--- src/sv/tagged_varint_array_encoder_core_macros.svh ---
// ----------------------------------------------------------------------------
// Assertion macros for the tagged varint array encoder
// Shared concurrent assertion forms, clocked on clk and disabled in reset.
// ----------------------------------------------------------------------------
`ifndef TAGGED_VARINT_ARRAY_ENCODER_CORE_MACROS_SVH
`define TAGGED_VARINT_ARRAY_ENCODER_CORE_MACROS_SVH

// Same-cycle implication or plain condition.
`define TVAE_ASSERT(label, prop, msg) \
    label: assert property (@(posedge clk) disable iff (!rst_n) prop) else $error(msg);

// Antecedent in one cycle, consequent in the next.
`define TVAE_ASSERT_NEXT(label, ante, cons, msg) \
    label: assert property (@(posedge clk) disable iff (!rst_n) (ante) |=> (cons)) \
        else $error(msg);

`endif

--- src/sv/tvae_pkg.sv ---
// ----------------------------------------------------------------------------
// tvae_pkg
// Types, codes and helper functions of the tagged varint array encoder.
// ----------------------------------------------------------------------------
package tvae_pkg;

    localparam int QUEUE_DEPTH = 2;
    localparam int GROUP_SIZE  = 4;

    typedef enum logic
    {
        CMD_START   = 1'b0,
        CMD_ELEMENT = 1'b1
    } cmd_t;

    // Size tag codes
    localparam logic [1:0] TAG_ZERO = 2'd0;
    localparam logic [1:0] TAG_ONE  = 2'd1;
    localparam logic [1:0] TAG_TWO  = 2'd2;
    localparam logic [1:0] TAG_FOUR = 2'd3;

    typedef enum logic
    {
        BK_IDLE,
        BK_BODY
    } back_state_t;

    // One unit of work for the byte serializer: a head byte (count or tag
    // byte) followed by the bytes of every value whose tag is nonzero.
    typedef struct packed
    {
        logic                              end_flag;
        logic [7:0]                        head;
        logic [GROUP_SIZE-1:0][1:0]        tags;
        logic [GROUP_SIZE-1:0][31:0]       vals;
    } job_t;

    typedef struct packed
    {
        logic       found;
        logic [1:0] idx;
    } pick_t;

    function automatic logic [1:0] size_tag(input logic [31:0] v);
        logic [31:0] mag;
        logic [1:0]  tag;
        mag = v[31] ? (~v + 32'd1) : v;
        if (mag == 32'd0)
            tag = TAG_ZERO;
        else if (mag[31:7] == 25'd0)
            tag = TAG_ONE;
        else if (mag[31:15] == 17'd0)
            tag = TAG_TWO;
        else
            tag = TAG_FOUR;
        return tag;
    endfunction

    // True when byte idx is the final byte of a value with this tag.
    function automatic logic last_byte(input logic [1:0] tag, input logic [1:0] idx);
        logic res;
        unique case (tag)
            TAG_ONE:  res = (idx == 2'd0);
            TAG_TWO:  res = (idx == 2'd1);
            TAG_FOUR: res = (idx == 2'd3);
            TAG_ZERO: res = (idx == 2'd3);
        endcase
        return res;
    endfunction

    // Lowest set bit of a four-bit mask.
    function automatic pick_t pick_first(input logic [GROUP_SIZE-1:0] mask);
        pick_t res;
        res = '0;
        for (int i = GROUP_SIZE - 1; i >= 0; i--)
        begin
            if (mask[i])
            begin
                res.found = 1'b1;
                res.idx   = 2'(i);
            end
        end
        return res;
    endfunction

endpackage

--- src/sv/tvae_front.sv ---
// ----------------------------------------------------------------------------
// tvae_front
// Accepts start and element transactions, tracks the open array and the
// current group, and pushes a job for every count byte or finished group.
// ----------------------------------------------------------------------------
module tvae_front
(
    input  logic                clk,
    input  logic                rst_n,
    input  logic                in_valid,
    output logic                in_ready,
    input  logic                in_cmd,
    input  logic [7:0]          in_count,
    input  logic signed [31:0]  in_value,
    input  logic                queue_full,
    output logic                job_push,
    output tvae_pkg::job_t      job
);

    logic [7:0] array_length_reg,   array_length_next;
    logic [7:0] elements_taken_reg, elements_taken_next;
    logic [1:0] group_fill_reg,     group_fill_next;
    logic       array_open_reg,     array_open_next;

    logic [31:0] group_vals_reg [tvae_pkg::GROUP_SIZE];
    logic [1:0]  group_tags_reg [tvae_pkg::GROUP_SIZE];

    logic       accept;
    logic       is_start;
    logic       elem_take;
    logic [7:0] taken_inc;
    logic       done;
    logic [1:0] new_tag;

    assign in_ready  = !queue_full;
    assign accept    = in_valid && in_ready;
    assign is_start  = (tvae_pkg::cmd_t'(in_cmd) == tvae_pkg::CMD_START);
    assign elem_take = accept && !is_start && array_open_reg;
    assign taken_inc = elements_taken_reg + 8'd1;
    assign done      = (taken_inc == array_length_reg);
    assign new_tag   = tvae_pkg::size_tag(in_value);

    // Merge the arriving value into the group; positions past it read as zero tags.
    always_comb
    begin
        job = '0;
        for (int i = 0; i < tvae_pkg::GROUP_SIZE; i++)
        begin
            if (2'(i) == group_fill_reg)
            begin
                job.vals[i] = in_value;
                job.tags[i] = new_tag;
            end
            else if (2'(i) < group_fill_reg)
            begin
                job.vals[i] = group_vals_reg[i];
                job.tags[i] = group_tags_reg[i];
            end
            else
            begin
                job.vals[i] = group_vals_reg[i];
                job.tags[i] = tvae_pkg::TAG_ZERO;
            end
        end
        if (is_start)
        begin
            job.tags     = '0;
            job.head     = in_count;
            job.end_flag = (in_count == 8'd0);
        end
        else
        begin
            job.head     = {job.tags[0], job.tags[1], job.tags[2], job.tags[3]};
            job.end_flag = done;
        end
    end

    always_comb
    begin
        array_length_next   = array_length_reg;
        elements_taken_next = elements_taken_reg;
        group_fill_next     = group_fill_reg;
        array_open_next     = array_open_reg;
        job_push            = 1'b0;
        if (accept && is_start)
        begin
            array_length_next   = in_count;
            elements_taken_next = 8'd0;
            group_fill_next     = 2'd0;
            array_open_next     = (in_count != 8'd0);
            job_push            = 1'b1;
        end
        else if (elem_take)
        begin
            elements_taken_next = taken_inc;
            group_fill_next     = group_fill_reg + 2'd1;
            if (done || group_fill_reg == 2'(tvae_pkg::GROUP_SIZE - 1))
            begin
                job_push        = 1'b1;
                group_fill_next = 2'd0;
            end
            if (done)
                array_open_next = 1'b0;
        end
    end

    always_ff @(posedge clk or negedge rst_n)
    begin
        if (!rst_n)
        begin
            array_length_reg   <= 8'd0;
            elements_taken_reg <= 8'd0;
            group_fill_reg     <= 2'd0;
            array_open_reg     <= 1'b0;
        end
        else
        begin
            array_length_reg   <= array_length_next;
            elements_taken_reg <= elements_taken_next;
            group_fill_reg     <= group_fill_next;
            array_open_reg     <= array_open_next;
        end
    end

    // Group store: payload only
    always_ff @(posedge clk)
    begin
        if (elem_take)
        begin
            group_vals_reg[group_fill_reg] <= in_value;
            group_tags_reg[group_fill_reg] <= new_tag;
        end
    end

endmodule

--- src/sv/tvae_queue.sv ---
// ----------------------------------------------------------------------------
// tvae_queue
// Short job FIFO between the classifier and the byte serializer.
// ----------------------------------------------------------------------------
`include "tagged_varint_array_encoder_core_macros.svh"

module tvae_queue
#(
    parameter int DEPTH = tvae_pkg::QUEUE_DEPTH
)
(
    input  logic            clk,
    input  logic            rst_n,
    input  logic            push,
    input  tvae_pkg::job_t  job_in,
    output logic            full,
    input  logic            pop,
    output tvae_pkg::job_t  job_out,
    output logic            empty
);

    localparam int PTR_W   = $clog2(DEPTH);
    localparam int COUNT_W = $clog2(DEPTH + 1);

    tvae_pkg::job_t entries [DEPTH];

    logic [PTR_W-1:0]   wr_ptr_reg, wr_ptr_next;
    logic [PTR_W-1:0]   rd_ptr_reg, rd_ptr_next;
    logic [COUNT_W-1:0] count_reg,  count_next;

    assign full    = (count_reg == COUNT_W'(DEPTH));
    assign empty   = (count_reg == '0);
    assign job_out = entries[rd_ptr_reg];

    always_comb
    begin
        wr_ptr_next = wr_ptr_reg;
        rd_ptr_next = rd_ptr_reg;
        count_next  = count_reg;
        if (push)
            wr_ptr_next = (wr_ptr_reg == PTR_W'(DEPTH - 1)) ? '0 : wr_ptr_reg + PTR_W'(1);
        if (pop)
            rd_ptr_next = (rd_ptr_reg == PTR_W'(DEPTH - 1)) ? '0 : rd_ptr_reg + PTR_W'(1);
        if (push && !pop)
            count_next = count_reg + COUNT_W'(1);
        else if (pop && !push)
            count_next = count_reg - COUNT_W'(1);
    end

    always_ff @(posedge clk or negedge rst_n)
    begin
        if (!rst_n)
        begin
            wr_ptr_reg <= '0;
            rd_ptr_reg <= '0;
            count_reg  <= '0;
        end
        else
        begin
            wr_ptr_reg <= wr_ptr_next;
            rd_ptr_reg <= rd_ptr_next;
            count_reg  <= count_next;
        end
    end

    always_ff @(posedge clk)
    begin
        if (push)
            entries[wr_ptr_reg] <= job_in;
    end

    `TVAE_ASSERT(a_count_bound, count_reg <= COUNT_W'(DEPTH), "queue count past depth")
    `TVAE_ASSERT_NEXT(a_push_only_with_room, push && !pop, count_reg != '0, "push lost")

endmodule

--- src/sv/tvae_back.sv ---
// ----------------------------------------------------------------------------
// tvae_back
// Byte serializer: emits the head byte of a job, then the little-endian
// bytes of each value with a nonzero tag, one byte per cycle while out_ready is high.
// ----------------------------------------------------------------------------
`include "tagged_varint_array_encoder_core_macros.svh"

module tvae_back
(
    input  logic            clk,
    input  logic            rst_n,
    input  logic            empty,
    input  tvae_pkg::job_t  job_in,
    output logic            pop,
    output logic            out_valid,
    input  logic            out_ready,
    output logic [7:0]      out_byte,
    output logic            out_last,
    output logic            out_end
);

    tvae_pkg::back_state_t state_reg, state_next;
    tvae_pkg::job_t        job_reg,   job_next;

    logic [1:0] k_reg,         k_next;
    logic [1:0] b_reg,         b_next;
    logic       out_valid_reg, out_valid_next;
    logic [7:0] out_byte_reg,  out_byte_next;
    logic       out_last_reg,  out_last_next;
    logic       out_end_reg,   out_end_next;

    logic                              advance;
    logic [tvae_pkg::GROUP_SIZE-1:0]   nz_q;
    logic [tvae_pkg::GROUP_SIZE-1:0]   nz_r;
    tvae_pkg::pick_t                   first_q;
    tvae_pkg::pick_t                   next_r;
    logic [31:0]                       cur_val;
    logic                              val_done;
    logic                              final_byte;

    assign advance = !out_valid_reg || out_ready;

    always_comb
    begin
        for (int i = 0; i < tvae_pkg::GROUP_SIZE; i++)
        begin
            nz_q[i] = (job_in.tags[i]  != tvae_pkg::TAG_ZERO);
            nz_r[i] = (job_reg.tags[i] != tvae_pkg::TAG_ZERO);
        end
    end

    assign first_q    = tvae_pkg::pick_first(nz_q);
    assign next_r     = tvae_pkg::pick_first(nz_r & 4'(4'b1110 << k_reg));
    assign cur_val    = job_reg.vals[k_reg];
    assign val_done   = tvae_pkg::last_byte(job_reg.tags[k_reg], b_reg);
    assign final_byte = val_done && !next_r.found;

    // Next state
    always_comb
    begin
        state_next = state_reg;
        unique case (state_reg)
            tvae_pkg::BK_IDLE:
            begin
                if (advance && !empty && first_q.found)
                    state_next = tvae_pkg::BK_BODY;
            end
            tvae_pkg::BK_BODY:
            begin
                if (advance && final_byte)
                    state_next = tvae_pkg::BK_IDLE;
            end
        endcase
    end

    // Datapath and outputs
    always_comb
    begin
        pop            = 1'b0;
        job_next       = job_reg;
        k_next         = k_reg;
        b_next         = b_reg;
        out_valid_next = out_valid_reg;
        out_byte_next  = out_byte_reg;
        out_last_next  = out_last_reg;
        out_end_next   = out_end_reg;
        if (advance)
            out_valid_next = 1'b0;
        unique case (state_reg)
            tvae_pkg::BK_IDLE:
            begin
                if (advance && !empty)
                begin
                    pop            = 1'b1;
                    job_next       = job_in;
                    k_next         = first_q.idx;
                    b_next         = 2'd0;
                    out_valid_next = 1'b1;
                    out_byte_next  = job_in.head;
                    out_last_next  = !first_q.found;
                    out_end_next   = !first_q.found && job_in.end_flag;
                end
            end
            tvae_pkg::BK_BODY:
            begin
                if (advance)
                begin
                    out_valid_next = 1'b1;
                    out_byte_next  = cur_val[{b_reg, 3'b000} +: 8];
                    out_last_next  = final_byte;
                    out_end_next   = final_byte && job_reg.end_flag;
                    if (val_done)
                    begin
                        k_next = next_r.idx;
                        b_next = 2'd0;
                    end
                    else
                        b_next = b_reg + 2'd1;
                end
            end
        endcase
    end

    always_ff @(posedge clk or negedge rst_n)
    begin
        if (!rst_n)
        begin
            state_reg     <= tvae_pkg::BK_IDLE;
            k_reg         <= 2'd0;
            b_reg         <= 2'd0;
            out_valid_reg <= 1'b0;
            out_last_reg  <= 1'b0;
            out_end_reg   <= 1'b0;
        end
        else
        begin
            state_reg     <= state_next;
            k_reg         <= k_next;
            b_reg         <= b_next;
            out_valid_reg <= out_valid_next;
            out_last_reg  <= out_last_next;
            out_end_reg   <= out_end_next;
        end
    end

    always_ff @(posedge clk)
    begin
        job_reg      <= job_next;
        out_byte_reg <= out_byte_next;
    end

    assign out_valid = out_valid_reg;
    assign out_byte  = out_byte_reg;
    assign out_last  = out_last_reg;
    assign out_end   = out_end_reg;

    `TVAE_ASSERT(a_pop_nonempty, pop |-> !empty, "pop from empty queue")
    `TVAE_ASSERT(a_end_on_last, out_valid_reg |-> (!out_end_reg || out_last_reg), "end without last")
    `TVAE_ASSERT(a_body_on_nonzero, (state_reg == tvae_pkg::BK_BODY) |-> nz_r[k_reg], "zero-tag value")

endmodule

--- src/sv/tagged_varint_array_encoder_core.sv ---
// ----------------------------------------------------------------------------
// tagged_varint_array_encoder_core
// Group varint encoder with 2-bit size tags for arrays of signed 32-bit words.
// ----------------------------------------------------------------------------
//  Channel   Dir  tdata              tuser          tlast
//  s_*       in   count, value       cmd            -
//  m_*       out  out_byte           end_of_array   last_of_run
//
//  The input side takes one transaction per cycle while the job queue has room.
//  The output port moves one byte per cycle while m_tready is high: a start
//  emits 1 byte, a group 1 + its value bytes, up to 17; this port sets the rate.
//  Elements that do not close a group emit no output bytes.
//  rst_n clears the array state, the job queue and the output valid, last and end flags.
//  A stalled output holds its byte; the queue lets intake continue meanwhile.
// ----------------------------------------------------------------------------
module tagged_varint_array_encoder_core
#(
    parameter int QUEUE_DEPTH = tvae_pkg::QUEUE_DEPTH
)
(
    input  logic        clk,
    input  logic        rst_n,
    input  logic        s_tvalid,
    output logic        s_tready,
    input  logic [39:0] s_tdata,   // [7:0] count, [39:8] value
    input  logic        s_tuser,   // [0] cmd
    output logic        m_tvalid,
    input  logic        m_tready,
    output logic [7:0]  m_tdata,   // [7:0] out_byte
    output logic        m_tlast,
    output logic        m_tuser    // [0] end_of_array
);

    logic           job_push;
    logic           queue_full;
    logic           queue_empty;
    logic           job_pop;
    tvae_pkg::job_t front_job;
    tvae_pkg::job_t queue_job;

    tvae_front u_front
    (
        .clk        (clk),
        .rst_n      (rst_n),
        .in_valid   (s_tvalid),
        .in_ready   (s_tready),
        .in_cmd     (s_tuser),
        .in_count   (s_tdata[7:0]),
        .in_value   (s_tdata[39:8]),
        .queue_full (queue_full),
        .job_push   (job_push),
        .job        (front_job)
    );

    tvae_queue #(.DEPTH(QUEUE_DEPTH)) u_queue
    (
        .clk     (clk),
        .rst_n   (rst_n),
        .push    (job_push),
        .job_in  (front_job),
        .full    (queue_full),
        .pop     (job_pop),
        .job_out (queue_job),
        .empty   (queue_empty)
    );

    tvae_back u_back
    (
        .clk       (clk),
        .rst_n     (rst_n),
        .empty     (queue_empty),
        .job_in    (queue_job),
        .pop       (job_pop),
        .out_valid (m_tvalid),
        .out_ready (m_tready),
        .out_byte  (m_tdata),
        .out_last  (m_tlast),
        .out_end   (m_tuser)
    );

endmodule
--- config.mk ---
export PLATFORM = sky130hd
export DESIGN_NAME = tagged_varint_array_encoder_core
export DESIGN_NICKNAME = d
export VERILOG_FILES = /design/src/sv/tvae_pkg.sv /design/src/sv/tvae_front.sv /design/src/sv/tvae_queue.sv /design/src/sv/tvae_back.sv /design/src/sv/tagged_varint_array_encoder_core.sv
export VERILOG_INCLUDE_DIRS = /design/src /design/src/sv
export SDC_FILE = /design/constraint.sdc
export NUM_CORES = 1
export LEC_CHECK = 0
export BUFFER_PORTS_ARGS = -buffer_cell sky130_fd_sc_hd__buf_2
export CAP_MARGIN = 30
export CELL_PAD_IN_SITES_DETAIL_PLACEMENT = 0
export CELL_PAD_IN_SITES_GLOBAL_PLACEMENT = 2
export CORE_ASPECT_RATIO = 0.8
export CORE_MARGIN = 2
export CORE_UTILIZATION = 48
export DETAILED_ROUTE_END_ITERATION = 10
export HOLD_SLACK_MARGIN = 0.05
export PLACE_DENSITY = 0.85
export SYNTH_ARGS = -nofsm -noshare
export SYNTH_HDL_FRONTEND = slang
export SYNTH_SLANG_ARGS = --single-unit
--- constraint.sdc ---
create_clock -name clk -period 10.1 [get_ports clk]
set_input_delay 1.01 -clock clk [delete_from_list [all_inputs] [get_ports clk]]
set_output_delay 1.01 -clock clk [all_outputs]
set_load 0.005 [all_outputs]
# After elaboration in Yosys (flattened, before gate mapping)
# Memory sizes are Yosys's and may differ from the RTL's.
# Index checks and enable logic that the tools add are counted.
[classes] n_addsub=8 n_lt_le_gt_ge=5 eq_ne=14 shifts=2 muxes=76 bitwise_logic=4 n_reduce_logical=46
[ops] operator="two-way mux 32 bit" count=6
[ops] operator="binary-select mux 32 bit (select 2 bit)" count=1
[ops] operator="two-way mux 2 bit" count=22
[ops] operator="two-way mux 8 bit" count=5
[ops] operator="adder 32 x 1 -> 32 bit, second input constant" count=1
[ops] operator="zero test 32 bit" count=1
[ops] operator="NOT 32 bit" count=1
[ops] operator="variable part select 32 x 6 -> 8 bit" count=1
[ops] operator="zero test 25 bit" count=1
[ops] operator="two-way mux 1 bit" count=24
[ops] operator="two-way mux 3 bit" count=8
[ops] operator="nonzero test 2 bit" count=11
[ops] operator="zero test 17 bit" count=1
[ops] operator="one-hot mux 8 bit (2 select lines)" count=1
[ops] operator="logical AND 1 bit" count=12
[ops] operator="== test 2 bit, second input constant" count=5
[ops] operator="two-way mux 9 bit" count=1
[ops] operator="adder 8 x 1 -> 8 bit, second input constant" count=1
[ops] operator="== test 8 bit" count=1
[ops] operator="zero test 2 bit" count=4
[ops] operator="zero test 8 bit" count=1
[ops] operator="one-hot mux 1 bit (2 select lines)" count=4
[ops] operator="one-hot mux 2 bit (2 select lines)" count=2
[ops] operator="nonzero test 8 bit" count=1
[ops] operator="other kinds (21)" count=39
[word_totals] ff_bits=176 mem_bits_rw=426 input_bits=45 wordCells=181 n_memories=3
[mem_list] name="u_queue.entries" depth=2 word_bits=145 read_ports=1 rd_ports_with_merged_regs=0 write_ports=1 line_no="tvae_queue.sv:25" text="tvae_pkg::job_t entries [DEPTH];"
[mem_list] name="u_front.group_vals_reg" depth=4 word_bits=32 read_ports=4 rd_ports_with_merged_regs=0 write_ports=1 line_no="tvae_front.sv:25" text="logic [31:0] group_vals_reg [tvae_pkg::GROUP_SIZE];"
[mem_list] name="u_front.group_tags_reg" depth=4 word_bits=2 read_ports=4 rd_ports_with_merged_regs=0 write_ports=1 line_no="tvae_front.sv:26" text="logic [1:0] group_tags_reg [tvae_pkg::GROUP_SIZE];"

# Longest topological paths before layout
# Gate-level depths: netlist of run 1.
[logic_depth] ltp_word=11 depth_mapped=12

# Hierarchy
# A second synthesis of run 1 with hierarchy kept.
[hier_totals] cells_unflattened=1290 hier_area_um2=24292.0
[by_module_without_submodules] mod="tvae_queue" n_inst=1 cells_per_inst=467 area_per_inst_um2=10732.8 seq_area_each_um2=8808.4
[by_module_without_submodules] mod="tvae_front" n_inst=1 cells_per_inst=515 area_per_inst_um2=7403.4 seq_area_each_um2=4499.3
[by_module_without_submodules] mod="tvae_back" n_inst=1 cells_per_inst=308 area_per_inst_um2=6155.9 seq_area_each_um2=4554.4

# Least setup slack after synthesis of run 1
# OpenSTA, ideal clock, no wires.
[synth_timing] kind="reg2reg" from="register u_front.elements_taken_reg[0]" to="memory u_queue.entries[0][0] (netlist name) (enable)" setup_time_ns=0.669 arrival_ns=8.193 t_required_ns=9.431 path_slack_ns=1.238 path_stages_with_launch=10 path_buffers=0 period_less_slack_ns=8.862 path_cell_list="dfrtp_1 > ha_1 > nand3_1 > xor2_1 > xnor2_1 > nor3_1 > nand4_1 > nor2b_1 > o22ai_1 > nor2b_1"
[synth_between] elab_chain_len=8
[synth_rtl] item="start, declared" line_no="tvae_front.sv:21" text="logic [7:0] elements_taken_reg, elements_taken_next;"
[synth_rtl] item="start signal, assigned" line_no="tvae_front.sv:119" text="elements_taken_reg <= elements_taken_next;"
[synth_rtl] item="adder 8 x 1 -> 8 bit" line_no="tvae_front.sv:39" text="assign taken_inc = elements_taken_reg + 8'd1;"
[synth_rtl] item="== test 8 bit" line_no="tvae_front.sv:40" text="assign done = (taken_inc == array_length_reg);"
[synth_rtl] item="logical OR 1 bit" line_no="tvae_front.sv:97" text="if (done || group_fill_reg == 2'(tvae_pkg::GROUP_SIZE - 1))"
[synth_rtl] item="two-way mux 1 bit" line_no="tvae_front.sv:97"
[synth_rtl] item="two-way mux 1 bit" line_no="tvae_front.sv:93" text="else if (elem_take)"
[synth_rtl] item="two-way mux 1 bit" line_no="tvae_front.sv:85" text="if (accept && is_start)"
[synth_rtl] item="net job_push" line_no="tagged_varint_array_encoder_core.sv:34" text="logic job_push;"
[synth_rtl] item="two-way mux 1 bit" line_no="tvae_queue.sv:68" text="if (push)"
[synth_rtl] item="two-way mux 1 bit (not written as such)" line_no="tvae_queue.sv:69" text="entries[wr_ptr_reg] <= job_in;"
[synth_rtl] item="end, declared" line_no="tvae_queue.sv:25"
# The timed path passes the listed nets, and every way through them passes these cells.

# Worst setup path after layout of run 1
[layout_timing] from="register u_front.elements_taken_reg[0]" to="memory u_queue.entries[1][35] (netlist name) (enable)"
# The elaborated chain is that of the path after synthesis.

==> flow_metrics.tcl, run 1 <==
set metrics [dict create \
    grt_pass1_wl_mm 74.0 \
    syn_inst 1284 \
    die_width_um 254 \
    worst-slew-pin-transition_ns 0.943 \
    tritoncts_num_sinks 600 \
    multi_input_area_um2 5920 \
    syn-cell-area_um2 24100 \
    average_footprint_of_a_synthesized_cell_um2 18.7 \
    avg_wl_per_cell_um 23.8 \
    synth-warning-count 0 \
    flow.area_growth_from_synthesis_pct 11.8 \
    core_area_um2 49600 \
    critPathKind "reg -> reg" \
    run_status "complete, no violations" \
    antenna_violating_nets_post_route 0 \
    diodes 0 \
    tritoncts.num_buffers 56 \
    dr_total_vias 11677 \
    ff2ff_setup_slack_ns 5.95 \
    critical_path_required_ns 10.32 \
    cts.clk_slew.worst_paths_ns 0.06 \
    async_reset_ff_share_pct 5.17 \
    mappedNetlistNets 1338 \
    number_of_global_route_vias_before_repair 11629 \
    ctsHtreeMaxLevel 2 \
    timing.critical_path.from_type "register" \
    routed_via_density 5.63 \
    largest_reg_flops 290 \
    power_density_nw_per_um2 258 \
    fmax_mhz 241 \
    tritoncts "yes" \
    vdd_ir_drop_max_v 0.000197 \
    worst_clock_skew_ns 0.0227 \
    timing.final.crit_share_pct 41.1 \
    dr.first_iter.drc_count 879 \
    setup.worst_path.end_class "register" \
    slew_viol_final 0 \
    post-route-drc-count 0 \
    post_route_cells_drive_above_1_share_pct 35.6 \
    number_of_rows_in_the_core_area 73 \
    grt_util_all_layers_pct 19.3 \
    synthDistinctLibCells 65 \
    routed_wl_mm 49.3 \
    initial_utilization_pct 48.5 \
    count_of_input_and_output_buffers 56 \
    crit_fanout 59 \
    postCtsSetupRepairBufs 0 \
    post_cts_hold_buffer_count 0 \
    grt_start_max_net_pins 146 \
    cts_root_buffer "sky130_fd_sc_hd__clkbuf_16" \
    die_height_um 204 \
    ys_ff_latch 600 \
    power.static_leakage_nw 8.73 \
    grt-ovfl-total 0 \
    sequential_cell_area_um2 17900 \
    gp_routability_congestion 0.848 \
    synth_enable_flop_cells 569 \
    final.min_clock_period_ns 4.15 \
    timing.rr.start "u_front.elements_taken_reg[0]" \
    timing.slew.headroom_pct 36.6 \
    die_area_um2 52000 \
    worstReg2RegEnd "u_queue.entries[1][35]" \
    setup_tns_final_ns 0 \
    design_power_total_mw 6.95 \
    fillers 3854 \
    final_nets 1409 \
    timing.max_cap.violations 0 \
    arrival_ns 4.37 \
    cts-root-to-sink-buffers 3 \
    clock_latency_on_the_worst_skew_pair_ns 0.61 \
    grt_antenna_before_repair 1 \
    hp-class "in -> async" \
    unrepaired_setup_endpoints_after_global_routing "false" \
    hold_violations 0 \
    post_cts.resized_instances 0 \
    synth_sequential_area_ratio_pct 74.2 \
    detailedRoute.firstPassIterationCount 6 \
    worstRegToRegCells 10 \
    setup_viol 0 \
    hpwl_mm 27.4 \
    ios 57 \
    dominantRegCellSynth "sky130_fd_sc_hd__edfxtp_1" \
]
==> synth_stat cells, types with 3 or more instances <==
library cell               count  area share, %
sky130_fd_sc_hd__mux2_2      275             13
sky130_fd_sc_hd__mux2i_1      10           0.42
sky130_fd_sc_hd__nor2_1       33           0.51
sky130_fd_sc_hd__a21oi_1       8           0.17
sky130_fd_sc_hd__o22ai_1       6           0.16
sky130_fd_sc_hd__buf_1        12           0.19
sky130_fd_sc_hd__mux4_2       42            3.9
sky130_fd_sc_hd__nand3_1      18           0.37
sky130_fd_sc_hd__xnor2_1      10           0.36
sky130_fd_sc_hd__or2_2         5           0.13
sky130_fd_sc_hd__o211ai_1      3          0.094
sky130_fd_sc_hd__edfxtp_1    569             71
sky130_fd_sc_hd__inv_1        19           0.30
sky130_fd_sc_hd__nand4_1       7           0.18
sky130_fd_sc_hd__xor2_1       12           0.44
sky130_fd_sc_hd__and2_1        6           0.16
sky130_fd_sc_hd__clkbuf_1     47           0.73
sky130_fd_sc_hd__ha_1          9           0.47
sky130_fd_sc_hd__nor4_1       10           0.26
sky130_fd_sc_hd__nor3_1       14           0.29
sky130_fd_sc_hd__o21ai_0      35           0.73
sky130_fd_sc_hd__o221ai_1      3           0.11
sky130_fd_sc_hd__nand2b_1      3          0.078
sky130_fd_sc_hd__nor2b_1       5           0.13
sky130_fd_sc_hd__dfrtp_1      31            3.2
sky130_fd_sc_hd__nand4b_1      7           0.25
sky130_fd_sc_hd__nand2_1      36           0.56
==> layout make-up <==
class	instances	area share [%]
Tap cell	675	3.14
Sequential cell	600	66.4
Multi-Input combinational cell	602	22.0
Clock inverter	29	0.855
Timing Repair Buffer	75	1.81
Clock buffer	72	5.51
Inverter	20	0.298
==> how the worst max path moves through the flow <==
stage                                        from                       to  slack (ns)
floorplan                                 s_tuser    u_queue.entries[0][0]        1.24
global placement                          s_tuser   u_queue.entries[1][98]        5.84
detailed placement                        s_tuser  u_queue.entries[1][101]        5.72
CTS                 u_front.elements_taken_reg[0]   u_queue.entries[1][35]        5.94
global route        u_front.elements_taken_reg[0]    u_queue.entries[1][6]        5.67
finish              u_front.elements_taken_reg[0]   u_queue.entries[1][35]        5.95
==> cell families (layout without fill, tap and decap cells) <==
kind of cell               after synthesis  count (layout)  share of synthesized area, %
DFF                                    600             600                          74.2
buffers and inverters                   82             196                          1.32
muxes                                  327             327                          17.2
AOI/OAI and AO/OA                       87              87                          2.57
adders and majority gates                9               9                         0.468
xor gates and xnor gates                22              22                         0.801
and+or+nand+nor                        157             157                          3.41
==> per-layer routing <==
metal | vias to the layer above | track usage [%] | routed length (µm)
met3 | 73 | 2.97 | 2400
met4 | 2 | 5.21 | 968
met2 | 306 | 30.2 | 23200
li1 | 5234 | - | -
met5 | - | 0 | 13
met1 | 6062 | 28.3 | 22700
==> through the flow <==
step                      instance area (µm²)  hold WS [ns]  util (%)  std cells  setup WS (ns)
after CTS                               26900         0.456      54.3       2073           5.94
after global placement                  25100         0.491      50.7       1969           5.84
after detailed placement                25200         0.497      50.8       1972           5.72
final                                   26900         0.457      54.3       2073           5.95
after floorplan                         24100         0.455         -       1284           1.24
after global routing                    26900         0.514      54.3       2073           5.67
==> where the power goes <==
part	switching, mW	internal (mW)	total (mW)	leakage (nW)
combinational	0.902	0.696	1.60	2.35
clock	0.886	1.11	2.00	0.823
sequential	0.123	3.23	3.36	5.56
total	1.91	5.04	6.95	8.73
==> placed cells by master (no fill, tap or decap), types with 6 or more instances in the layout <==
master,n
sky130_fd_sc_hd__edfxtp_1,569
sky130_fd_sc_hd__mux2_2,275
sky130_fd_sc_hd__clkbuf_16,57
sky130_fd_sc_hd__buf_2,56
sky130_fd_sc_hd__mux4_2,42
sky130_fd_sc_hd__nand2_1,36
sky130_fd_sc_hd__o21ai_0,35
sky130_fd_sc_hd__nor2_1,32
sky130_fd_sc_hd__dfrtp_1,28
sky130_fd_sc_hd__inv_1,18
sky130_fd_sc_hd__nand3_1,18
sky130_fd_sc_hd__clkbuf_1,15
sky130_fd_sc_hd__buf_4,15
sky130_fd_sc_hd__nor3_1,14
sky130_fd_sc_hd__xor2_1,12
sky130_fd_sc_hd__clkinv_1,12
sky130_fd_sc_hd__mux2i_1,10
sky130_fd_sc_hd__nor4_1,10
sky130_fd_sc_hd__xnor2_1,10
sky130_fd_sc_hd__a21oi_1,8
sky130_fd_sc_hd__nand4_1,7
sky130_fd_sc_hd__nand4b_1,7
sky130_fd_sc_hd__o22ai_1,6
sky130_fd_sc_hd__clkinv_2,6
==> worst max-delay path, stage by stage, from the launching register on <==
cell and delay, ns:
sky130_fd_sc_hd__dfrtp_1 0.46, sky130_fd_sc_hd__ha_1 0.31, sky130_fd_sc_hd__nand3_1 0.12, sky130_fd_sc_hd__xor2_1 0.26, sky130_fd_sc_hd__xnor2_1 0.10, sky130_fd_sc_hd__nor3_1 0.23, sky130_fd_sc_hd__nand4_1 0.18, sky130_fd_sc_hd__nor2b_1 0.22
sky130_fd_sc_hd__o22ai_1 0.32, sky130_fd_sc_hd__and2_4 0.65, sky130_fd_sc_hd__buf_4 0.76
No activity file was read; power rests on OpenSTA's default activity.
==> inputs of run 2 (changes only) <==
--- a/config.mk
+++ b/config.mk
@@ -6,16 +6,17 @@
 export SDC_FILE = /design/constraint.sdc
 export NUM_CORES = 1
 export LEC_CHECK = 0
+export ABC_AREA = 1
 export BUFFER_PORTS_ARGS = -buffer_cell sky130_fd_sc_hd__buf_2
 export CAP_MARGIN = 30
 export CELL_PAD_IN_SITES_DETAIL_PLACEMENT = 0
 export CELL_PAD_IN_SITES_GLOBAL_PLACEMENT = 2
 export CORE_ASPECT_RATIO = 0.8
 export CORE_MARGIN = 2
-export CORE_UTILIZATION = 48
+export CORE_UTILIZATION = 43
 export DETAILED_ROUTE_END_ITERATION = 10
 export HOLD_SLACK_MARGIN = 0.05
-export PLACE_DENSITY = 0.85
+export PLACE_DENSITY = 0.86
 export SYNTH_ARGS = -nofsm -noshare
 export SYNTH_HDL_FRONTEND = slang
 export SYNTH_SLANG_ARGS = --single-unit
==> constraint.sdc (replaced) <==
create_clock -name clk -period 4.3 [get_ports clk]
set_input_delay 0.43 -clock clk [delete_from_list [all_inputs] [get_ports clk]]
set_output_delay 0.43 -clock clk [all_outputs]
set_load 0.005 [all_outputs]
==> run 2 against run 1 <==
  * Combinational power rose to 2.9 times the previous value
  * Total power rose to 2.6 times the previous value
  * Synthesized area grew 1.6%
  * Global-route usage up 1.1 points
  * Largest power group unchanged
  * Highest routed layer is now met4
==> flow_metrics.tcl, run 2 <==
set metrics [dict create \
    final.min_clock_period_ns 3.29 \
    unrepaired_setup_endpoints_after_global_routing "false" \
    timing.max_cap.violations 0 \
    ios 57 \
    die_area_um2 58800 \
    ys_top_cells_by_area "sky130_fd_sc_hd__edfxtp_1, sky130_fd_sc_hd__nand2_1, sky130_fd_sc_hd__o21ai_0, sky130_fd_sc_hd__dfrtp_1, sky130_fd_sc_hd__nor2_1" \
    ys_ff_latch 600 \
    die_height_um 217 \
    avg_wl_per_cell_um 20.2 \
    number_of_rows_in_the_core_area 78 \
    critPathKind "reg -> reg" \
    tritoncts.num_buffers 58 \
    vdd_ir_drop_max_v 0.000422 \
    commonest_non_fill_non_tap_cells_in_the_layout "sky130_fd_sc_hd__nand2_1, sky130_fd_sc_hd__edfxtp_1, sky130_fd_sc_hd__o21ai_0" \
    run_status "complete, no violations" \
    setup.worst_path.end_class "register" \
    fin_area_um2 27800 \
    number_of_global_route_vias_before_repair 14550 \
    routed_via_density 5.10 \
    initial_utilization_pct 43.3 \
    design_power_total_mw 17.8 \
    power.static_leakage_nw 10.5 \
    syn_inst 2075 \
    dr_total_vias 15027 \
    worst_clock_skew_ns 0.0125 \
    detailedRoute.firstPassIterationCount 6 \
    worst-slew-pin-transition_ns 1.02 \
    postCtsSetupRepairBufs 0 \
    tritoncts_num_sinks 600 \
    synth_enable_flop_cells 569 \
    async_reset_ff_share_pct 5.17 \
    die_width_um 271 \
    synth_common_cells "sky130_fd_sc_hd__nand2_1, sky130_fd_sc_hd__edfxtp_1, sky130_fd_sc_hd__o21ai_0" \
    post_cts.resized_instances 0 \
    hp-class "in -> reg" \
    internal_power_mw 12.0 \
    fmax_mhz 304 \
    cts_root_buffer "sky130_fd_sc_hd__clkbuf_16" \
    mostFrequentLayoutCell "sky130_fd_sc_hd__nand2_1" \
    hold-worst-slack_ns 0.0815 \
    diodes 0 \
    post-route-drc-count 0 \
    gp_routability_congestion 0.828 \
    flow.area_growth_from_synthesis_pct 13.7 \
    pwr-share-clk_pct 29.2 \
    grt_pass1_wl_mm 89.2 \
    combinationalPowerShare_pct 25.8 \
    syn-cell-area_um2 24500 \
    routed_wl_mm 59.5 \
    dr.first_iter.drc_count 1669 \
    average_footprint_of_a_synthesized_cell_um2 11.8 \
    post_cts_hold_buffer_count 5 \
    seq_power_share_pct 45.0 \
    placed_cells_incl_taps 2832 \
    timing.final.crit_share_pct 76.6 \
    synth-warning-count 0 \
    placed_area_um2 25800 \
    synth_sequential_area_ratio_pct 73.0 \
    setup_viol 0 \
    synth_largest_type_area_fraction_pct 69.9 \
    core_area_um2 56500 \
    final-instance-count-excl-fill 2947 \
    timing.critical_path.from_type "register" \
    timing.slew.headroom_pct 31.6 \
    ctsHtreeMaxLevel 2 \
    synthDistinctLibCells 40 \
    setup_tns_final_ns 0 \
    tritoncts "yes" \
    hpwl_mm 37.5 \
    hold_violations 0 \
    cts.clk_slew.worst_paths_ns 0.06 \
    crit_fanout 21 \
    synth_largest_area_cell "sky130_fd_sc_hd__edfxtp_1" \
    largest_reg_flops 290 \
    dominantRegCellSynth "sky130_fd_sc_hd__edfxtp_1" \
    power_density_nw_per_um2 642 \
    grt-ovfl-total 0 \
    switchingPower_mw 5.84 \
    slew_viol_final 0 \
    clock_latency_on_the_worst_skew_pair_ns 0.61 \
    grt_start_max_net_pins 87 \
    final_nets 2192 \
    critical_path_required_ns 4.64 \
    ff2ff_setup_slack_ns 1.01 \
    mappedNetlistNets 2129 \
    post_route_cells_drive_above_1_share_pct 11.1 \
    power.share.switching_pct 32.7 \
    grt_util_all_layers_pct 20.4 \
    synthMostInstantiatedCell "sky130_fd_sc_hd__nand2_1" \
    antenna_violating_nets_post_route 0 \
    grt_antenna_before_repair 2 \
    arrival_ns 3.63 \
    cts-root-to-sink-buffers 3 \
    count_of_input_and_output_buffers 56 \
]
## run 2: changes by cell type after synthesis, moves of 12 or more
cell                       delta
sky130_fd_sc_hd__nand2_2     +12
sky130_fd_sc_hd__mux2_2     -275
sky130_fd_sc_hd__nor2_1      +99
sky130_fd_sc_hd__o21ai_0    +177
sky130_fd_sc_hd__clkbuf_1    +32
sky130_fd_sc_hd__nand2_1    +676
sky130_fd_sc_hd__mux4_2      -42
sky130_fd_sc_hd__nand3_1     +40
sky130_fd_sc_hd__inv_1       +67
sky130_fd_sc_hd__o221ai_1    +22
sky130_fd_sc_hd__nor2_2      +12
## run 2: kinds of logic (layout without fill, tap and decap cells)
family                     Yosys count  after routing  synth area share (%)
and+or+nand+nor                    961            961                  16.0
adders and majority gates            9              9                 0.460
muxes                                3              3                 0.123
AOI/OAI and AO/OA                  290            290                  6.66
buffers and inverters              193            305                  3.03
DFF                                600            600                  73.0
xor gates and xnor gates            19             19                 0.680
## run 2: stage by stage
| step | util, % | worst slack, ns |
|---|---|---|
| floorplan | - | 0.0842 |
| global placement | 45.6 | 1.05 |
| detailed placement | 45.6 | 1.02 |
| CTS | 49.2 | 0.995 |
| global route | 49.2 | 0.746 |
| finish | 49.2 | 1.01 |
## run 2: path summary, 6_finish.rpt
kind	cells after the start	end	start
worst max-delay path	13	u_queue.entries[0][91]	u_front.elements_taken_reg[0]
worst min-delay path	3	u_front.array_length_reg[7]	s_tdata[7]
worst max register to register	13	u_queue.entries[0][91]	u_front.elements_taken_reg[0]
worst min register to register	2	u_queue.wr_ptr_reg	u_queue.wr_ptr_reg
max in group asynchronous	2	u_queue.rd_ptr_reg	rst_n
min in group asynchronous	2	u_back.k_reg[1]	rst_n
## run 2: layout make-up
type / count / area [µm²]
multi-input cells: 1282 / 5900
fillers: 4959 / 28700
well taps: 760 / 951
clock inverters: 33 / 358
clock buffers: 76 / 1600
inverters: 97 / 373
flip-flops and latches: 600 / 17900
repair buffers: 99 / 761
## run 2: layer usage
layer | vias up | wire length [µm] | GRT usage (%)
met5 | - | 0 | 0
met4 | 0 | 1350 | 5.99
met3 | 77 | 3260 | 3.03
met2 | 415 | 27300 | 32.4
met1 | 7230 | 27600 | 29.3
li1 | 7305 | - | -
## run 2: power by group through the flow
stage          registers (mW)  logic, mW  clock network (mW)
6_report                 8.03       4.60                5.22
5_1_grt                  8.09       5.12                5.54
3_5_place_dp             8.14       4.57                   0
2_1_floorplan            8.08       2.86                   0
4_1_cts                  8.03       4.59                5.32
3_3_place_gp             8.12       4.49                   0
## run 2: worst max-delay path, stage by stage, from the launching register on
cell and delay [ns]:
sky130_fd_sc_hd__dfrtp_1 0.42, sky130_fd_sc_hd__ha_1 0.25, sky130_fd_sc_hd__nand4_1 0.13, sky130_fd_sc_hd__nor2_1 0.13, sky130_fd_sc_hd__xor2_1 0.23, sky130_fd_sc_hd__xnor2_1 0.15
sky130_fd_sc_hd__nor2_1 0.06, sky130_fd_sc_hd__nand3b_1 0.14, sky130_fd_sc_hd__nand3_1 0.08, sky130_fd_sc_hd__nand2_1 0.19, sky130_fd_sc_hd__inv_2 0.07, sky130_fd_sc_hd__nand2_1 0.13
sky130_fd_sc_hd__clkinvlp_4 0.58, sky130_fd_sc_hd__buf_4 0.46
==> inputs of run 3 (changes only) <==
--- a/config.mk
+++ b/config.mk
@@ -13,10 +13,10 @@
 export CELL_PAD_IN_SITES_GLOBAL_PLACEMENT = 2
 export CORE_ASPECT_RATIO = 0.8
 export CORE_MARGIN = 2
-export CORE_UTILIZATION = 43
+export CORE_UTILIZATION = 39
 export DETAILED_ROUTE_END_ITERATION = 10
 export HOLD_SLACK_MARGIN = 0.05
-export PLACE_DENSITY = 0.86
+export PLACE_DENSITY = 0.82
 export SYNTH_ARGS = -nofsm -noshare
 export SYNTH_HDL_FRONTEND = slang
 export SYNTH_SLANG_ARGS = --single-unit
==> constraint.sdc (replaced) <==
create_clock -name clk -period 2.65 [get_ports clk]
set_input_delay 0.265 -clock clk [delete_from_list [all_inputs] [get_ports clk]]
set_output_delay 0.265 -clock clk [all_outputs]
set_load 0.005 [all_outputs]
==> run 3 against run 2 <==
  * Sequential share of layout area decreased by 3.1 points
  * Global-route usage decreased by 1.3 points
  * Clock-buffer cell count is 7 lower
  * Non-clock buffer count grew 103
  * Total power increased by 67%
  * Combinational power up 81%
  * Register-to-register slack worse by 0.90 ns
  * Largest power group unchanged
==> flow_metrics.tcl, run 3 (synthesis gave the netlist of run 2 again) <==
set metrics [dict create \
    antenna_violating_nets_post_route 0 \
    final-instance-count-excl-fill 3131 \
    fin_area_um2 29200 \
    tritoncts "yes" \
    grt_antenna_before_repair 3 \
    tritoncts.num_buffers 60 \
    hold-worst-slack_ns 0.109 \
    grt_start_max_net_pins 70 \
    grt-ovfl-total 0 \
    cts.clk_slew.worst_paths_ns 0.06 \
    detailedRoute.firstPassIterationCount 5 \
    dr_total_vias 15682 \
    avg_wl_per_cell_um 20.1 \
    ff2ff_setup_slack_ns 0.11 \
    ios 57 \
    timing.critical_path.buf_inv 4 \
    hpwl_mm 40.2 \
    diodes 0 \
    gp_routability_congestion 0.819 \
    hp-class "in -> reg" \
    ctsHtreeMaxLevel 2 \
    cts_root_buffer "sky130_fd_sc_hd__clkbuf_16" \
    flow.area_growth_from_synthesis_pct 19.4 \
    commonest_non_fill_non_tap_cells_in_the_layout "sky130_fd_sc_hd__nand2_1, sky130_fd_sc_hd__edfxtp_1, sky130_fd_sc_hd__o21ai_0" \
    timing.critical_path.from_type "register" \
    critical_path_cell_list "ha_4 -> xnor2_2 -> xnor2_1 -> nor3_1 -> nand3_1 -> nor2_1 -> nand3b_1 -> nand3_1 -> nand2_2 -> inv_2 -> nand2_4 -> clkinvlp_4 -> buf_12 -> buf_16" \
    run_status "complete, no violations" \
    post-route-drc-count 0 \
    timing.slew.headroom_pct 42.5 \
    clock_latency_on_the_worst_skew_pair_ns 0.63 \
    worst-slew-pin-transition_ns 0.862 \
    die_height_um 228 \
    placed_cells_incl_taps 2972 \
    unrepaired_setup_endpoints_after_global_routing "true" \
    crit_slowest_cell "sky130_fd_sc_hd__dfrtp_1" \
    tritoncts_num_sinks 600 \
    hold_violations 0 \
    setup.worst_path.end_class "register" \
    critical_path.top_delay_family "simple AND/OR/NAND/NOR gates" \
    cts-root-to-sink-buffers 3 \
    cp_common_cell "sky130_fd_sc_hd__nand3_1" \
    min_delay_worst_endpoint "u_front.group_vals_reg[2][8]" \
    fmax_mhz 393 \
    slowest_delay_ns 0.43 \
    grt_pass1_wl_mm 92.7 \
    worst_clock_skew_ns 0.0273 \
    dr.first_iter.drc_count 1489 \
    core_area_um2 62400 \
    timing.rr.start "u_front.elements_taken_reg[0]" \
    critPathKind "reg -> reg" \
    die_width_um 284 \
    crit_fanout 24 \
    die_area_um2 64800 \
    number_of_rows_in_the_core_area 82 \
    grt_util_all_layers_pct 19.1 \
    mostFrequentLayoutCell "sky130_fd_sc_hd__nand2_1" \
    critical_path_required_ns 2.97 \
    timing.max_cap.violations 0 \
    hold_start "s_tdata[16]" \
    power_density_nw_per_um2 1020 \
    vdd_ir_drop_max_v 0.000655 \
    initial_utilization_pct 39.2 \
    routed_wl_mm 62.9 \
    largest_reg_flops 290 \
    slew_viol_final 0 \
    setup_viol 0 \
    routed_via_density 5.01 \
    number_of_global_route_vias_before_repair 14810 \
    worstRegToRegCells 14 \
    arrival_ns 2.87 \
    power.static_leakage_nw 11.1 \
    placed_area_um2 26600 \
    count_of_input_and_output_buffers 56 \
    final_nets 2297 \
    worstHoldPathCells 2 \
    final.min_clock_period_ns 2.54 \
    post_route_cells_drive_above_1_share_pct 14.2 \
    worstReg2RegEnd "u_queue.entries[0][56]" \
    timing.final.crit_share_pct 96.0 \
]
==> run 3: cell count changes in the layout (fill, tap and decap cells not counted), moves of 3 or more <==
cell,delta
sky130_fd_sc_hd__buf_4,+41
sky130_fd_sc_hd__dlygate4sd3_1,+33
sky130_fd_sc_hd__buf_12,+18
sky130_fd_sc_hd__clkbuf_16,+7
sky130_fd_sc_hd__clkbuf_1,-6
sky130_fd_sc_hd__buf_16,+3
sky130_fd_sc_hd__clkinv_2,+3
sky130_fd_sc_hd__nand2_1,-3
sky130_fd_sc_hd__o21ai_0,-3
sky130_fd_sc_hd__o21ai_1,+3
==> run 3: worst max-delay path by stage <==
stage / start / end / depth (start not counted)
floorplan: u_front.elements_taken_reg[0] / u_queue.entries[0][0] / 12
global placement: u_front.elements_taken_reg[0] / u_queue.entries[0][106] / 14
detailed placement: u_front.elements_taken_reg[0] / u_queue.entries[0][106] / 14
CTS: u_front.elements_taken_reg[0] / u_queue.entries[0][111] / 14
global route: u_front.elements_taken_reg[0] / u_queue.entries[0][137] / 15
finish: u_front.elements_taken_reg[0] / u_queue.entries[0][56] / 14
==> run 3: cell type report <==
type / instances / area [µm²]
Clock inverter: 41 / 399
Sequential cell: 600 / 17900
Timing Repair Buffer: 202 / 2010
Inverter: 97 / 374
Tap cell: 840 / 1050
Multi-Input combinational cell: 1282 / 5930
Clock buffer: 69 / 1580
Fill cell: 5669 / 33200
==> run 3: timing repair <==
action | CTS | global route
setup endpoints to repair | 0 | 158
endpoints found under the hold margin | 157 | 0
resized for setup | 0 | 14
hold buffers | 38 | 0
setup buffers | 0 | 5
==> run 3: worst reg2reg max path, delay by kind of cell, from the launching register on <==
family	cells	cell delay, ns
flip-flops	1	0.43
AND/OR/NAND/NOR	7	0.71
buffers and inverters	4	0.63
adder cells (fa/ha/maj)	1	0.20
XOR/XNOR	2	0.26
==> run 3: stage by stage <==
step,worst slack [ns],setup TNS (ns),utilization [%],power [mW]
4_1_cts,0.0869,0,46.4,29.9
2_1_floorplan,-1.52,-486.68,-,17.8
6_report,0.106,0,46.8,29.8
3_5_place_dp,0.136,0,42.6,21.4
5_1_grt,-0.0836,-6.20,46.8,31.3
3_3_place_gp,0.0895,0,42.6,21.2
==> run 3: report_power, final <==
part           switching (mW)  total, mW  internal, mW
sequential              0.441       13.0          12.5
clock                    3.55       8.48          4.93
combinational            5.79       8.33          2.54
==> run 3: per-layer routing <==
| metal | up-vias | global-route usage, % | routed length, µm |
|---|---|---|---|
| met3 | 84 | 3.42 | 4360 |
| li1 | 7519 | - | - |
| met5 | - | 0 | 13 |
| met1 | 7609 | 27.6 | 28500 |
| met4 | 2 | 4.67 | 1140 |
| met2 | 468 | 30.0 | 28900 |
